`config.mk`:
```
export PLATFORM = sky130hd
export DESIGN_NAME = mhd_face_flux
export DESIGN_NICKNAME = d
export VERILOG_FILES = /design/src/rtl/mhdf_pkg.sv /design/src/rtl/mhdf_ram.sv /design/src/rtl/mhdf_mul.sv /design/src/rtl/mhdf_div.sv /design/src/rtl/mhd_face_flux.sv
export SDC_FILE = /design/constraint.sdc
export NUM_CORES = 2
export LEC_CHECK = 0
export BUFFER_PORTS_ARGS = -buffer_cell sky130_fd_sc_hd__buf_2
export CELL_PAD_IN_SITES_DETAIL_PLACEMENT = 1
export CELL_PAD_IN_SITES_GLOBAL_PLACEMENT = 2
export CORE_MARGIN = 2
export CORE_UTILIZATION = 28
export DETAILED_ROUTE_END_ITERATION = 16
export GPL_TIMING_DRIVEN = 0
export PLACE_DENSITY_LB_ADDON = 0.25
export REMOVE_ABC_BUFFERS = 1
export SYNTH_ARGS = -nofsm -noshare
export SYNTH_HDL_FRONTEND = slang
export SYNTH_MEMORY_MAX_BITS = 65536
export SYNTH_SLANG_ARGS = --single-unit
export TNS_END_PERCENT = 10
```
`constraint.sdc`:
```
create_clock -name clock -period 9.8 [get_ports clock]
set_input_delay 1.47 -clock clock [delete_from_list [all_inputs] [get_ports clock]]
set_output_delay 1.47 -clock clock [all_outputs]
set_load 0.005 [all_outputs]
```
`src/rtl/mhdf_pkg.sv`:
```
package mhdf_pkg;

   localparam int VALUE_WIDTH_DEF = 32;
   localparam int FRAC_BITS_DEF   = 16;
   localparam int NORMAL_WIDTH    = 18;
   localparam int NUM_SLOTS       = 14;
   localparam int SLOT_W          = 4;
   localparam int ADDR_W          = 5;
   localparam int RAM_DEPTH       = 32;
   localparam int COMP_W          = 3;
   localparam int CSR_IDX_W       = 2;
   localparam int PROG_LEN        = 70;
   localparam int PC_W            = 7;

   localparam logic [CSR_IDX_W-1:0] CSR_NORMAL_X = 2'd0;
   localparam logic [CSR_IDX_W-1:0] CSR_NORMAL_Y = 2'd1;
   localparam logic [CSR_IDX_W-1:0] CSR_NORMAL_Z = 2'd2;
   localparam logic [CSR_IDX_W-1:0] CSR_REL_MODE = 2'd3;

   // flux component codes
   localparam logic [COMP_W-1:0] C_MASS   = 3'd0;
   localparam logic [COMP_W-1:0] C_ENERGY = 3'd1;
   localparam logic [COMP_W-1:0] C_MOM_X  = 3'd2;
   localparam logic [COMP_W-1:0] C_MOM_Y  = 3'd3;
   localparam logic [COMP_W-1:0] C_MOM_Z  = 3'd4;
   localparam logic [COMP_W-1:0] C_FLD_X  = 3'd5;
   localparam logic [COMP_W-1:0] C_FLD_Y  = 3'd6;
   localparam logic [COMP_W-1:0] C_FLD_Z  = 3'd7;

   // memory map: cell slots, then scratch
   localparam logic [ADDR_W-1:0] A_U0  = 5'd0;
   localparam logic [ADDR_W-1:0] A_U1  = 5'd1;
   localparam logic [ADDR_W-1:0] A_U2  = 5'd2;
   localparam logic [ADDR_W-1:0] A_U3  = 5'd3;
   localparam logic [ADDR_W-1:0] A_B0  = 5'd4;
   localparam logic [ADDR_W-1:0] A_B1  = 5'd5;
   localparam logic [ADDR_W-1:0] A_B2  = 5'd6;
   localparam logic [ADDR_W-1:0] A_B3  = 5'd7;
   localparam logic [ADDR_W-1:0] A_S0  = 5'd8;
   localparam logic [ADDR_W-1:0] A_S1  = 5'd9;
   localparam logic [ADDR_W-1:0] A_S2  = 5'd10;
   localparam logic [ADDR_W-1:0] A_S3  = 5'd11;
   localparam logic [ADDR_W-1:0] A_RHO = 5'd12;
   localparam logic [ADDR_W-1:0] A_P   = 5'd13;
   localparam logic [ADDR_W-1:0] A_DD  = 5'd14;
   localparam logic [ADDR_W-1:0] A_TAU = 5'd15;
   localparam logic [ADDR_W-1:0] A_V1  = 5'd16;
   localparam logic [ADDR_W-1:0] A_V2  = 5'd17;
   localparam logic [ADDR_W-1:0] A_V3  = 5'd18;
   localparam logic [ADDR_W-1:0] A_F1  = 5'd19;
   localparam logic [ADDR_W-1:0] A_F2  = 5'd20;
   localparam logic [ADDR_W-1:0] A_F3  = 5'd21;
   localparam logic [ADDR_W-1:0] A_BN  = 5'd22;
   localparam logic [ADDR_W-1:0] A_VN  = 5'd23;
   localparam logic [ADDR_W-1:0] A_N1  = 5'd24;
   localparam logic [ADDR_W-1:0] A_N2  = 5'd25;
   localparam logic [ADDR_W-1:0] A_N3  = 5'd26;
   localparam logic [ADDR_W-1:0] A_TX  = 5'd27;
   localparam logic [ADDR_W-1:0] A_TY  = 5'd28;

   typedef enum logic [2:0] {
      OP_LDN  = 3'd0,
      OP_MUL  = 3'd1,
      OP_DIV  = 3'd2,
      OP_ADD  = 3'd3,
      OP_SUB  = 3'd4,
      OP_SUBR = 3'd5,
      OP_EMIT = 3'd6
   } op_type;

   typedef struct packed {
      op_type              op;
      logic [ADDR_W-1:0]   a;
      logic [ADDR_W-1:0]   b;
      logic [ADDR_W-1:0]   d;
      logic [COMP_W-1:0]   comp;
   } ucode_type;

   function automatic ucode_type uc(input op_type op, input logic [ADDR_W-1:0] a,
                                    input logic [ADDR_W-1:0] b,
                                    input logic [ADDR_W-1:0] d,
                                    input logic [COMP_W-1:0] comp);
      ucode_type r;
      r.op   = op;
      r.a    = a;
      r.b    = b;
      r.d    = d;
      r.comp = comp;
      return r;
   endfunction

   // flux program; LDN takes the normal index in its a field, DIV divides a by gamma
   function automatic ucode_type ucode_at(input logic [PC_W-1:0] pc);
      ucode_type r;
      case (pc)
         7'd0:  r = uc(OP_LDN,  5'd0,  A_U0, A_N1, C_MASS);
         7'd1:  r = uc(OP_LDN,  5'd1,  A_U0, A_N2, C_MASS);
         7'd2:  r = uc(OP_LDN,  5'd2,  A_U0, A_N3, C_MASS);
         7'd3:  r = uc(OP_MUL,  A_RHO, A_U0, A_DD, C_MASS);
         7'd4:  r = uc(OP_ADD,  A_DD,  A_P,  A_TX, C_MASS);
         7'd5:  r = uc(OP_SUB,  A_S0,  A_TX, A_TAU, C_MASS);
         7'd6:  r = uc(OP_DIV,  A_U1,  A_U0, A_V1, C_MASS);
         7'd7:  r = uc(OP_MUL,  A_B1,  A_U0, A_F1, C_MASS);
         7'd8:  r = uc(OP_MUL,  A_B0,  A_U1, A_TX, C_MASS);
         7'd9:  r = uc(OP_SUBR, A_F1,  A_TX, A_F1, C_MASS);
         7'd10: r = uc(OP_DIV,  A_U2,  A_U0, A_V2, C_MASS);
         7'd11: r = uc(OP_MUL,  A_B2,  A_U0, A_F2, C_MASS);
         7'd12: r = uc(OP_MUL,  A_B0,  A_U2, A_TX, C_MASS);
         7'd13: r = uc(OP_SUBR, A_F2,  A_TX, A_F2, C_MASS);
         7'd14: r = uc(OP_DIV,  A_U3,  A_U0, A_V3, C_MASS);
         7'd15: r = uc(OP_MUL,  A_B3,  A_U0, A_F3, C_MASS);
         7'd16: r = uc(OP_MUL,  A_B0,  A_U3, A_TX, C_MASS);
         7'd17: r = uc(OP_SUBR, A_F3,  A_TX, A_F3, C_MASS);
         7'd18: r = uc(OP_MUL,  A_F1,  A_N1, A_BN, C_MASS);
         7'd19: r = uc(OP_MUL,  A_V1,  A_N1, A_VN, C_MASS);
         7'd20: r = uc(OP_MUL,  A_F2,  A_N2, A_TX, C_MASS);
         7'd21: r = uc(OP_ADD,  A_BN,  A_TX, A_BN, C_MASS);
         7'd22: r = uc(OP_MUL,  A_V2,  A_N2, A_TX, C_MASS);
         7'd23: r = uc(OP_ADD,  A_VN,  A_TX, A_VN, C_MASS);
         7'd24: r = uc(OP_MUL,  A_F3,  A_N3, A_TX, C_MASS);
         7'd25: r = uc(OP_ADD,  A_BN,  A_TX, A_BN, C_MASS);
         7'd26: r = uc(OP_MUL,  A_V3,  A_N3, A_TX, C_MASS);
         7'd27: r = uc(OP_ADD,  A_VN,  A_TX, A_VN, C_MASS);
         7'd28: r = uc(OP_MUL,  A_DD,  A_VN, A_TX, C_MASS);
         7'd29: r = uc(OP_EMIT, A_TX,  A_TX, A_TX, C_MASS);
         7'd30: r = uc(OP_MUL,  A_TAU, A_VN, A_TX, C_ENERGY);
         7'd31: r = uc(OP_MUL,  A_P,   A_VN, A_TY, C_ENERGY);
         7'd32: r = uc(OP_ADD,  A_TX,  A_TY, A_TX, C_ENERGY);
         7'd33: r = uc(OP_MUL,  A_B0,  A_BN, A_TY, C_ENERGY);
         7'd34: r = uc(OP_DIV,  A_TY,  A_U0, A_TY, C_ENERGY);
         7'd35: r = uc(OP_SUB,  A_TX,  A_TY, A_TX, C_ENERGY);
         7'd36: r = uc(OP_EMIT, A_TX,  A_TX, A_TX, C_ENERGY);
         7'd37: r = uc(OP_MUL,  A_S1,  A_VN, A_TX, C_MOM_X);
         7'd38: r = uc(OP_MUL,  A_P,   A_N1, A_TY, C_MOM_X);
         7'd39: r = uc(OP_ADD,  A_TX,  A_TY, A_TX, C_MOM_X);
         7'd40: r = uc(OP_MUL,  A_B1,  A_BN, A_TY, C_MOM_X);
         7'd41: r = uc(OP_DIV,  A_TY,  A_U0, A_TY, C_MOM_X);
         7'd42: r = uc(OP_SUB,  A_TX,  A_TY, A_TX, C_MOM_X);
         7'd43: r = uc(OP_EMIT, A_TX,  A_TX, A_TX, C_MOM_X);
         7'd44: r = uc(OP_MUL,  A_S2,  A_VN, A_TX, C_MOM_Y);
         7'd45: r = uc(OP_MUL,  A_P,   A_N2, A_TY, C_MOM_Y);
         7'd46: r = uc(OP_ADD,  A_TX,  A_TY, A_TX, C_MOM_Y);
         7'd47: r = uc(OP_MUL,  A_B2,  A_BN, A_TY, C_MOM_Y);
         7'd48: r = uc(OP_DIV,  A_TY,  A_U0, A_TY, C_MOM_Y);
         7'd49: r = uc(OP_SUB,  A_TX,  A_TY, A_TX, C_MOM_Y);
         7'd50: r = uc(OP_EMIT, A_TX,  A_TX, A_TX, C_MOM_Y);
         7'd51: r = uc(OP_MUL,  A_S3,  A_VN, A_TX, C_MOM_Z);
         7'd52: r = uc(OP_MUL,  A_P,   A_N3, A_TY, C_MOM_Z);
         7'd53: r = uc(OP_ADD,  A_TX,  A_TY, A_TX, C_MOM_Z);
         7'd54: r = uc(OP_MUL,  A_B3,  A_BN, A_TY, C_MOM_Z);
         7'd55: r = uc(OP_DIV,  A_TY,  A_U0, A_TY, C_MOM_Z);
         7'd56: r = uc(OP_SUB,  A_TX,  A_TY, A_TX, C_MOM_Z);
         7'd57: r = uc(OP_EMIT, A_TX,  A_TX, A_TX, C_MOM_Z);
         7'd58: r = uc(OP_MUL,  A_F1,  A_VN, A_TX, C_FLD_X);
         7'd59: r = uc(OP_MUL,  A_BN,  A_V1, A_TY, C_FLD_X);
         7'd60: r = uc(OP_SUB,  A_TX,  A_TY, A_TX, C_FLD_X);
         7'd61: r = uc(OP_EMIT, A_TX,  A_TX, A_TX, C_FLD_X);
         7'd62: r = uc(OP_MUL,  A_F2,  A_VN, A_TX, C_FLD_Y);
         7'd63: r = uc(OP_MUL,  A_BN,  A_V2, A_TY, C_FLD_Y);
         7'd64: r = uc(OP_SUB,  A_TX,  A_TY, A_TX, C_FLD_Y);
         7'd65: r = uc(OP_EMIT, A_TX,  A_TX, A_TX, C_FLD_Y);
         7'd66: r = uc(OP_MUL,  A_F3,  A_VN, A_TX, C_FLD_Z);
         7'd67: r = uc(OP_MUL,  A_BN,  A_V3, A_TY, C_FLD_Z);
         7'd68: r = uc(OP_SUB,  A_TX,  A_TY, A_TX, C_FLD_Z);
         default: r = uc(OP_EMIT, A_TX, A_TX, A_TX, C_FLD_Z);
      endcase
      return r;
   endfunction

endpackage

```
`src/rtl/mhdf_ram.sv`:
```
module mhdf_ram #(
   parameter int WIDTH = 32,
   parameter int DEPTH = 32
) (
   input  logic                     clock,
   input  logic                     we,
   input  logic [$clog2(DEPTH)-1:0] waddr,
   input  logic [WIDTH-1:0]         wdata,
   input  logic [$clog2(DEPTH)-1:0] raddr,
   output logic [WIDTH-1:0]         rdata
);

   logic [WIDTH-1:0] mem [DEPTH];

   always_ff @(posedge clock) begin
      if (we) begin
         mem[waddr] <= wdata;
      end
      rdata <= mem[raddr];
   end

endmodule

```
`src/rtl/mhdf_mul.sv`:
```
module mhdf_mul
   import mhdf_pkg::*;
#(
   parameter int VALUE_WIDTH = VALUE_WIDTH_DEF,
   parameter int FRAC_BITS   = FRAC_BITS_DEF
) (
   input  logic                   clock,
   input  logic                   reset,
   input  logic                   start,
   input  logic [VALUE_WIDTH-1:0] a,
   input  logic [VALUE_WIDTH-1:0] b,
   output logic                   done,
   output logic [VALUE_WIDTH-1:0] res
);

   localparam int W     = VALUE_WIDTH;
   localparam int H     = (W + 1) / 2;
   localparam int MW    = 2 * H;
   localparam int ACC_W = 4 * H;

   logic [MW-1:0]    ma_ff, ma_in, mb_ff, mb_in;
   logic             neg_ff, neg_in;
   logic [ACC_W-1:0] acc_ff, acc_in;
   logic [1:0]       step_ff, step_in;
   logic             run_ff, run_in, sat_ff, sat_in, done_ff, done_in;
   logic [W-1:0]     res_ff, res_in;
   logic [H-1:0]     ach, bch;
   logic [MW-1:0]    pp;
   logic [ACC_W-1:0] pp_sh, q;
   logic             ovf;
   logic [W-1:0]     mag_a, mag_b, vmax;

   assign mag_a = a[W-1] ? (~a + W'(1)) : a;
   assign mag_b = b[W-1] ? (~b + W'(1)) : b;
   assign vmax  = {1'b0, {(W-1){1'b1}}};

   // one half-width partial product a step
   assign ach = step_ff[1] ? ma_ff[MW-1:H] : ma_ff[H-1:0];
   assign bch = step_ff[0] ? mb_ff[MW-1:H] : mb_ff[H-1:0];
   assign pp  = MW'(ach) * MW'(bch);

   always_comb begin
      case ({1'b0, step_ff[1]} + {1'b0, step_ff[0]})
         2'd0:    pp_sh = ACC_W'(pp);
         2'd1:    pp_sh = ACC_W'(pp) << H;
         default: pp_sh = ACC_W'(pp) << (2 * H);
      endcase
   end

   assign q   = acc_ff >> FRAC_BITS;
   assign ovf = |q[ACC_W-1:W-1];

   always_comb begin
      ma_in   = ma_ff;
      mb_in   = mb_ff;
      neg_in  = neg_ff;
      acc_in  = acc_ff;
      step_in = step_ff;
      run_in  = run_ff;
      sat_in  = 1'b0;
      done_in = 1'b0;
      res_in  = res_ff;
      if (start) begin
         ma_in   = MW'(mag_a);
         mb_in   = MW'(mag_b);
         neg_in  = a[W-1] ^ b[W-1];
         acc_in  = '0;
         step_in = '0;
         run_in  = 1'b1;
      end else if (run_ff) begin
         acc_in  = acc_ff + pp_sh;
         step_in = step_ff + 2'd1;
         if (step_ff == 2'd3) begin
            run_in = 1'b0;
            sat_in = 1'b1;
         end
      end else if (sat_ff) begin
         done_in = 1'b1;
         if (neg_ff) begin
            res_in = ovf ? ~vmax : (~q[W-1:0] + W'(1));
         end else begin
            res_in = ovf ? vmax : q[W-1:0];
         end
      end
   end

   always_ff @(posedge clock) begin
      if (reset) begin
         run_ff  <= 1'b0;
         sat_ff  <= 1'b0;
         done_ff <= 1'b0;
      end else begin
         run_ff  <= run_in;
         sat_ff  <= sat_in;
         done_ff <= done_in;
      end
      ma_ff   <= ma_in;
      mb_ff   <= mb_in;
      neg_ff  <= neg_in;
      acc_ff  <= acc_in;
      step_ff <= step_in;
      res_ff  <= res_in;
   end

   assign done = done_ff;
   assign res  = res_ff;

endmodule

```
`src/rtl/mhdf_div.sv`:
```
module mhdf_div
   import mhdf_pkg::*;
#(
   parameter int VALUE_WIDTH = VALUE_WIDTH_DEF,
   parameter int FRAC_BITS   = FRAC_BITS_DEF
) (
   input  logic                   clock,
   input  logic                   reset,
   input  logic                   start,
   input  logic [VALUE_WIDTH-1:0] x,
   input  logic [VALUE_WIDTH-1:0] gamma,
   output logic                   done,
   output logic [VALUE_WIDTH-1:0] res
);

   localparam int W  = VALUE_WIDTH;
   localparam int NW = VALUE_WIDTH + FRAC_BITS;
   localparam int CW = $clog2(NW + 1);

   logic [W-1:0]  d_ff, d_in, r_ff, r_in, res_ff, res_in;
   logic [NW-1:0] num_ff, num_in, q_ff, q_in;
   logic [CW-1:0] cnt_ff, cnt_in;
   logic          neg_ff, neg_in, run_ff, run_in, sat_ff, sat_in, done_ff, done_in;
   logic [W:0]    r2;
   logic          ge, ovf;
   logic [W-1:0]  one, mag_x, vmax;

   assign one   = W'(1) << FRAC_BITS;
   assign mag_x = x[W-1] ? (~x + W'(1)) : x;
   assign vmax  = {1'b0, {(W-1){1'b1}}};

   // restoring division, one quotient bit a cycle
   assign r2  = {r_ff, num_ff[NW-1]};
   assign ge  = r2 >= {1'b0, d_ff};
   assign ovf = |q_ff[NW-1:W-1];

   always_comb begin
      d_in    = d_ff;
      r_in    = r_ff;
      num_in  = num_ff;
      q_in    = q_ff;
      cnt_in  = cnt_ff;
      neg_in  = neg_ff;
      run_in  = run_ff;
      sat_in  = 1'b0;
      done_in = 1'b0;
      res_in  = res_ff;
      if (start) begin
         // gamma below one divides by one
         d_in   = ($signed(gamma) > $signed(one)) ? gamma : one;
         r_in   = '0;
         num_in = NW'(mag_x) << FRAC_BITS;
         q_in   = '0;
         cnt_in = '0;
         neg_in = x[W-1];
         run_in = 1'b1;
      end else if (run_ff) begin
         r_in   = ge ? W'(r2 - {1'b0, d_ff}) : r2[W-1:0];
         q_in   = {q_ff[NW-2:0], ge};
         num_in = num_ff << 1;
         cnt_in = cnt_ff + CW'(1);
         if (cnt_ff == CW'(NW - 1)) begin
            run_in = 1'b0;
            sat_in = 1'b1;
         end
      end else if (sat_ff) begin
         done_in = 1'b1;
         if (neg_ff) begin
            res_in = ovf ? ~vmax : (~q_ff[W-1:0] + W'(1));
         end else begin
            res_in = ovf ? vmax : q_ff[W-1:0];
         end
      end
   end

   always_ff @(posedge clock) begin
      if (reset) begin
         run_ff  <= 1'b0;
         sat_ff  <= 1'b0;
         done_ff <= 1'b0;
      end else begin
         run_ff  <= run_in;
         sat_ff  <= sat_in;
         done_ff <= done_in;
      end
      d_ff   <= d_in;
      r_ff   <= r_in;
      num_ff <= num_in;
      q_ff   <= q_in;
      cnt_ff <= cnt_in;
      neg_ff <= neg_in;
      res_ff <= res_in;
   end

   assign done = done_ff;
   assign res  = res_ff;

endmodule

```
`src/rtl/mhd_face_flux.sv`:
```
// Ideal MHD face flux for one cell, signed fixed point with saturation.
// Input: a word is taken on a clock edge with start high and busy low; it
// stores req_value in cell slot req_slot (slots 14 and 15 are dropped).
// A word without req_last leaves busy low.
// A word with req_last raises busy while a 70-step program runs from the
// quantity memory through one shared multiplier and one shared divider.
// Each step passes through the issue, fetch, execute and write-back states;
// multiplies form four partial products, divides make one quotient bit a
// cycle; a run holds 7 divides and 32 multiplies, and all steps share the
// single read/modify/write path through the memory.
// Results: eight words on rsp_*, each valid for one cycle with rsp_strobe,
// in order mass, energy, momentum xyz, field xyz; rsp_final_res marks the
// last. The receiver cannot stall: every strobe is a delivered word.
// Configuration: csr_we writes the normal components or the mode at once;
// write only while busy is low.
// Reset: normal (1,0,0), relativistic mode on, all slots read as zero
// until written; loaded values persist across runs.
module mhd_face_flux
   import mhdf_pkg::*;
#(
   parameter int VALUE_WIDTH = VALUE_WIDTH_DEF,
   parameter int FRAC_BITS   = FRAC_BITS_DEF
) (
   input  logic                    clock,
   input  logic                    reset,
   input  logic                    start,
   output logic                    busy,
   input  logic [SLOT_W-1:0]       req_slot,
   input  logic [VALUE_WIDTH-1:0]  req_value,
   input  logic                    req_last,
   output logic                    rsp_strobe,
   output logic [COMP_W-1:0]       rsp_component,
   output logic [VALUE_WIDTH-1:0]  rsp_flux_value,
   output logic                    rsp_final_res,
   input  logic                    csr_we,
   input  logic [CSR_IDX_W-1:0]    csr_index,
   input  logic [NORMAL_WIDTH-1:0] csr_wdata
);

   localparam int W    = VALUE_WIDTH;
   localparam int NX_W = (W > NORMAL_WIDTH) ? W : NORMAL_WIDTH;

   typedef enum logic [4:0] {
      ST_IDLE  = 5'b00001,
      ST_ISSUE = 5'b00010,
      ST_FETCH = 5'b00100,
      ST_EXEC  = 5'b01000,
      ST_WB    = 5'b10000
   } state_type;

   state_type            state_ff, state_in;
   logic [PC_W-1:0]      pc_ff, pc_in;
   logic [NUM_SLOTS-1:0] valid_ff, valid_in;
   logic [NORMAL_WIDTH-1:0] nx_ff, ny_ff, nz_ff;
   logic                 mode_ff;
   logic [W-1:0]         opa_ff, opa_in, opb_ff, opb_in, res_ff, res_in;
   logic                 strobe_ff, strobe_in;
   logic [COMP_W-1:0]    comp_ff, comp_in;
   logic [W-1:0]         flux_ff, flux_in;

   ucode_type            cur;
   logic                 accept;
   logic                 we;
   logic [ADDR_W-1:0]    waddr;
   logic [W-1:0]         wdata, rd_a, rd_b, opa_c, opb_c;
   logic                 mul_start, mul_done, div_start, div_done;
   logic [W-1:0]         mul_res, div_res;
   logic [W:0]           sum_w, dif_w;
   logic [W-1:0]         sum_s, dif_s, vmax, ldn_v;
   logic [NORMAL_WIDTH-1:0] nsel;

   assign cur    = ucode_at(pc_ff);
   assign accept = start && (state_ff == ST_IDLE);
   assign busy   = (state_ff != ST_IDLE);
   assign vmax   = {1'b0, {(W-1){1'b1}}};

   // memory write: loads while idle, results at write-back
   always_comb begin
      we    = 1'b0;
      waddr = {1'b0, req_slot};
      wdata = req_value;
      if (accept) begin
         we = (req_slot < SLOT_W'(NUM_SLOTS));
      end else if (state_ff == ST_WB && cur.op != OP_EMIT) begin
         we    = 1'b1;
         waddr = cur.d;
         wdata = res_ff;
      end
   end

   // two copies give two read ports
   mhdf_ram #(.WIDTH(W), .DEPTH(RAM_DEPTH)) u_ram_a (
      .clock(clock), .we(we), .waddr(waddr), .wdata(wdata),
      .raddr(cur.a), .rdata(rd_a)
   );

   mhdf_ram #(.WIDTH(W), .DEPTH(RAM_DEPTH)) u_ram_b (
      .clock(clock), .we(we), .waddr(waddr), .wdata(wdata),
      .raddr(cur.b), .rdata(rd_b)
   );

   // unwritten cell slots read as zero
   assign opa_c = (cur.a < ADDR_W'(NUM_SLOTS) && !valid_ff[cur.a[SLOT_W-1:0]]) ? '0 : rd_a;
   assign opb_c = (cur.b < ADDR_W'(NUM_SLOTS) && !valid_ff[cur.b[SLOT_W-1:0]]) ? '0 : rd_b;

   assign mul_start = (state_ff == ST_FETCH) && (cur.op == OP_MUL);
   assign div_start = (state_ff == ST_FETCH) && (cur.op == OP_DIV);

   mhdf_mul #(.VALUE_WIDTH(W), .FRAC_BITS(FRAC_BITS)) u_mul (
      .clock(clock), .reset(reset), .start(mul_start), .a(opa_c), .b(opb_c),
      .done(mul_done), .res(mul_res)
   );

   mhdf_div #(.VALUE_WIDTH(W), .FRAC_BITS(FRAC_BITS)) u_div (
      .clock(clock), .reset(reset), .start(div_start), .x(opa_c), .gamma(opb_c),
      .done(div_done), .res(div_res)
   );

   // saturating add and subtract
   assign sum_w = {opa_ff[W-1], opa_ff} + {opb_ff[W-1], opb_ff};
   assign dif_w = {opa_ff[W-1], opa_ff} - {opb_ff[W-1], opb_ff};
   assign sum_s = (sum_w[W] != sum_w[W-1]) ? (sum_w[W] ? ~vmax : vmax) : sum_w[W-1:0];
   assign dif_s = (dif_w[W] != dif_w[W-1]) ? (dif_w[W] ? ~vmax : vmax) : dif_w[W-1:0];

   always_comb begin
      case (cur.a[1:0])
         2'd0:    nsel = nx_ff;
         2'd1:    nsel = ny_ff;
         default: nsel = nz_ff;
      endcase
   end

   assign ldn_v = W'(NX_W'($signed(nsel)));

   always_comb begin
      state_in  = state_ff;
      pc_in     = pc_ff;
      valid_in  = valid_ff;
      opa_in    = opa_ff;
      opb_in    = opb_ff;
      res_in    = res_ff;
      strobe_in = 1'b0;
      comp_in   = comp_ff;
      flux_in   = flux_ff;
      case (state_ff)
         ST_IDLE: begin
            if (accept) begin
               if (req_slot < SLOT_W'(NUM_SLOTS)) begin
                  valid_in[req_slot] = 1'b1;
               end
               if (req_last) begin
                  pc_in    = '0;
                  state_in = ST_ISSUE;
               end
            end
         end
         ST_ISSUE: begin
            state_in = ST_FETCH;
         end
         ST_FETCH: begin
            opa_in   = opa_c;
            opb_in   = opb_c;
            state_in = ST_EXEC;
         end
         ST_EXEC: begin
            case (cur.op)
               OP_MUL: begin
                  if (mul_done) begin
                     res_in   = mul_res;
                     state_in = ST_WB;
                  end
               end
               OP_DIV: begin
                  if (div_done) begin
                     res_in   = div_res;
                     state_in = ST_WB;
                  end
               end
               OP_ADD: begin
                  res_in   = sum_s;
                  state_in = ST_WB;
               end
               OP_SUB: begin
                  res_in   = dif_s;
                  state_in = ST_WB;
               end
               OP_SUBR: begin
                  res_in   = mode_ff ? dif_s : opa_ff;
                  state_in = ST_WB;
               end
               OP_LDN: begin
                  res_in   = ldn_v;
                  state_in = ST_WB;
               end
               OP_EMIT: begin
                  strobe_in = 1'b1;
                  comp_in   = cur.comp;
                  flux_in   = opa_ff;
                  state_in  = ST_WB;
               end
               default: begin
                  state_in = ST_WB;
               end
            endcase
         end
         ST_WB: begin
            pc_in    = pc_ff + PC_W'(1);
            state_in = (pc_ff == PC_W'(PROG_LEN - 1)) ? ST_IDLE : ST_ISSUE;
         end
         default: begin
            state_in = ST_IDLE;
         end
      endcase
   end

   always_ff @(posedge clock) begin
      if (reset) begin
         state_ff  <= ST_IDLE;
         pc_ff     <= '0;
         valid_ff  <= '0;
         strobe_ff <= 1'b0;
         nx_ff     <= NORMAL_WIDTH'(1) << FRAC_BITS;
         ny_ff     <= '0;
         nz_ff     <= '0;
         mode_ff   <= 1'b1;
      end else begin
         state_ff  <= state_in;
         pc_ff     <= pc_in;
         valid_ff  <= valid_in;
         strobe_ff <= strobe_in;
         if (csr_we) begin
            case (csr_index)
               CSR_NORMAL_X: nx_ff   <= csr_wdata;
               CSR_NORMAL_Y: ny_ff   <= csr_wdata;
               CSR_NORMAL_Z: nz_ff   <= csr_wdata;
               CSR_REL_MODE: mode_ff <= csr_wdata[0];
               default: ;
            endcase
         end
      end
      opa_ff  <= opa_in;
      opb_ff  <= opb_in;
      res_ff  <= res_in;
      comp_ff <= comp_in;
      flux_ff <= flux_in;
   end

   assign rsp_strobe     = strobe_ff;
   assign rsp_component  = comp_ff;
   assign rsp_flux_value = flux_ff;
   assign rsp_final_res  = (comp_ff == C_FLD_Z);

`ifndef SYNTHESIS
   a_strobe_in_run: assert property (@(posedge clock) disable iff (reset)
      rsp_strobe |-> busy) else $error("result word outside a run");
   a_load_only: assert property (@(posedge clock) disable iff (reset)
      start && !busy && !req_last |=> !busy) else $error("plain load started a run");
   a_run_starts: assert property (@(posedge clock) disable iff (reset)
      start && !busy && req_last |=> busy) else $error("last word did not start a run");
   a_run_ends: assert property (@(posedge clock) disable iff (reset)
      rsp_strobe && rsp_final_res |=> !busy) else $error("run did not end after final word");
`endif

endmodule
```
==> flow_metrics.env <==
export IMPL_outcome="finished clean"
export IMPL_final_max_slew_viol_count=0
export IMPL_drc=0
export IMPL_cts_tree="done"
export IMPL_crit_buf_inv=11
export IMPL_antenna_found_initial=29
export IMPL_relSlewSlack=0.0471
export IMPL_async_reset_ff_frac=0
export IMPL_die_h_um=584
export IMPL_h_tree_depth=4
export IMPL_gp_congestion=0.849
export IMPL_leakagePower_nw=37.7
export IMPL_drtPass1Iterations=5
export IMPL_first_global_vias=67400
export IMPL_arrival_ps=10390
export IMPL_avgSynthCellArea_um2=12.8
export IMPL_yosysSeqAreaShare=0.499
export IMPL_die_w_um=584
export IMPL_max_cap_violations=0
export IMPL_vias=64200
export IMPL_use_met3=0.0223
export IMPL_fp_row_count=212
export IMPL_layout_common_cells="edfxtp_1, nand2_1, mux4_2"
export IMPL_io_pins=99
export IMPL_fin_worst_skew_ps=92.8
export IMPL_path_common_cell="fa_1"
export IMPL_floorplan_initialDensity=0.282
export IMPL_ys_flop_type="edfxtp_1"
export IMPL_core_area_um2=334000
export IMPL_synth_cell_types=108
export IMPL_synthCells=7363
export IMPL_use_met2=0.342
export IMPL_fin_crit_sh=0.982
export IMPL_grt_overflow=0
export IMPL_p_per_area_nw_per_um2=162
export IMPL_insertion_delay_ps=900
export IMPL_postRouteAntennaNets=0
export IMPL_crit_type="reg2reg"
export IMPL_setup_viol=0
export IMPL_placedInstanceArea_um2=102000
export IMPL_syn_to_final_growth_pct=17.4
export IMPL_path_clk_slew_ps=60
export IMPL_vdd_drop_max_mv=0.193
export IMPL_cp_max_fo=6
export IMPL_top_regs="u_ram_a.mem: 992 flops, u_mul.acc_ff: 64 flops, u_div.q_ff: 48 flops"
export IMPL_final_hold_viol_count=0
export IMPL_wl_per_cell_um=28.9
export IMPL_largest_register="u_ram_a.mem"
export IMPL_cts_buffers=200
export IMPL_rsz0062_at_grt="yes"
export IMPL_wl_mm=347
export IMPL_cts_hold_buffers=0
export IMPL_final_area_um2=111000
export IMPL_max_freq_ghz=0.104
export IMPL_synth_seq_cells=1674
export IMPL_crit_family="adder cells"
export IMPL_worst_slew_pin_slew_ps=1430
export IMPL_post_route_util=0.331
export IMPL_critPathSlowestCell="fa_2"
export IMPL_cts_sinks=1674
export IMPL_hp_class="reg2reg"
export IMPL_grt_max_degree=85
export IMPL_start_kind="register"
export IMPL_post_dp_hpwl_mm=246
export IMPL_portBuffers=98
export IMPL_via_per_inst=5.34
export IMPL_grt_use_total=0.199
export IMPL_synthesis_area_um2=94200
export IMPL_drt_iter0_markers=5464
export IMPL_layout_drive_gt1_share=0.214
export IMPL_cts_root_buf="clkbuf_16"
export IMPL_largest_register_ffs=992
export IMPL_cp_data_required_time_ps=10560
export IMPL_ys_warn_count=0
export IMPL_top_usage_layer="met2"
export IMPL_grt_pass1_wl_mm=496
export IMPL_max_stage_delay_ps=560
export IMPL_layout_commonest_cell="edfxtp_1"
export IMPL_period_needed_ps=9630
export IMPL_synth_edf_count=1349
export IMPL_critPathCaptureType="register"
export IMPL_clock_tree_buffer_depth=4
export IMPL_met1_usage=0.266
export IMPL_dieArea_um2=341000
export IMPL_nets=8004
## layer usage
layer	up-vias	part of all wire
li1	28000	-
met1	34100	0.43
met2	1689	0.49
met3	414	0.050
met4	4	0.028
met5	-	0.000098
## report_power, final
| part | switching [mW] | internal (mW) |
|---|---|---|
| combinational | 1.47 | 0.856 |
| clock | 3.16 | 4.53 |
| sequential | 0.103 | 7.85 |
## layout make-up
cell class | count | area, µm²
clock inverter | 117 | 1250
tap | 4387 | 5490
sequential | 1674 | 47100
timing repair buffer | 316 | 4430
antenna | 9 | 22.5
multi-input combinational | 4869 | 45500
clock buffer | 247 | 5400
fill | 35300 | 224000
inverter | 398 | 1510
## cell usage after synthesis, drive strengths merged, types with 40 or more instances
| library cell | number | share of area |
|---|---|---|
| xnor2 | 124 | 0.012 |
| o21ai | 329 | 0.018 |
| nor2b | 99 | 0.0066 |
| a31oi | 83 | 0.0057 |
| nand3 | 67 | 0.0036 |
| ha | 286 | 0.038 |
| nor3 | 85 | 0.0048 |
| clkbuf | 306 | 0.012 |
| inv | 394 | 0.016 |
| mux2 | 101 | 0.012 |
| mux4 | 647 | 0.15 |
| nor2 | 633 | 0.025 |
| or3 | 49 | 0.0033 |
| a21oi | 342 | 0.018 |
| a21o | 79 | 0.0063 |
| o31ai | 57 | 0.0047 |
| xor2 | 124 | 0.012 |
| mux2i | 153 | 0.016 |
| nand4 | 40 | 0.0027 |
| a211oi | 42 | 0.0035 |
| and2 | 46 | 0.0031 |
| o211ai | 60 | 0.0048 |
| nand2 | 725 | 0.029 |
| dfxtp | 325 | 0.069 |
| buf | 119 | 0.0057 |
| nand2b | 53 | 0.0035 |
| fa | 198 | 0.042 |
| edfxtp | 1349 | 0.43 |
## final timing paths
kind,from,endpoint,slack (ps),cells past startpoint
worst min register to register,cur[2]$_SDFF_PP1_,rsp_component[2]$_DFFE_PP_,410,0
worst max-delay path,u_mul.step_ff[0]$_SDFFE_PP0P_,u_mul.acc_ff[63]$_SDFFE_PP0P_,170,40
worst min-delay path,cur[2]$_SDFF_PP1_,rsp_component[2]$_DFFE_PP_,410,0
worst max register to register,u_mul.step_ff[0]$_SDFFE_PP0P_,u_mul.acc_ff[63]$_SDFFE_PP0P_,170,40
## logic make-up after synthesis
kind of cell,count (synthesis),synth area share
DFF,1674,0.499
AOI/OAI and AO/OA,1300,0.0888
adders and majority gates,487,0.0804
buffers and inverters,823,0.0337
other,1,0.0000398
and+or+nand+nor,1929,0.0918
xor gates and xnor gates,248,0.0233
muxes,901,0.183
## what timing repair did
item | in CTS | in global routing
buffers inserted | 36 | 47
pin swaps | 16 | 36
resized for setup | 102 | 118
endpoints found under the setup margin | 40 | 23
cloned | 1 | 7
## per-stage QoR
stage / worst slack [ps] / total power [mW] / hold slack [ps] / cells / TNS, ps
2_1_floorplan: -6120 / 9.43 / 386 / 6938 / -1123140
3_3_place_gp: -14630 / 10.3 / 394 / 11400 / -3531090
3_5_place_dp: -2070 / 10.2 / 390 / 11600 / -45670
4_1_cts: -10.5 / 18.1 / 409 / 12000 / -20.1
5_1_grt: -88.6 / 18.6 / 423 / 12000 / -183
6_report: 174 / 18.0 / 407 / 12000 / 0
## worst reg2reg max path, delay by kind of cell, from the launching register on
family          cells  cell delay [ps]
flops               1              400
fa+ha+maj           8             3520
simple gates        8             1160
mux                 2              570
buf+inv            11             1050
compound gates     11             2860
(Power assumes the default switching activity.)
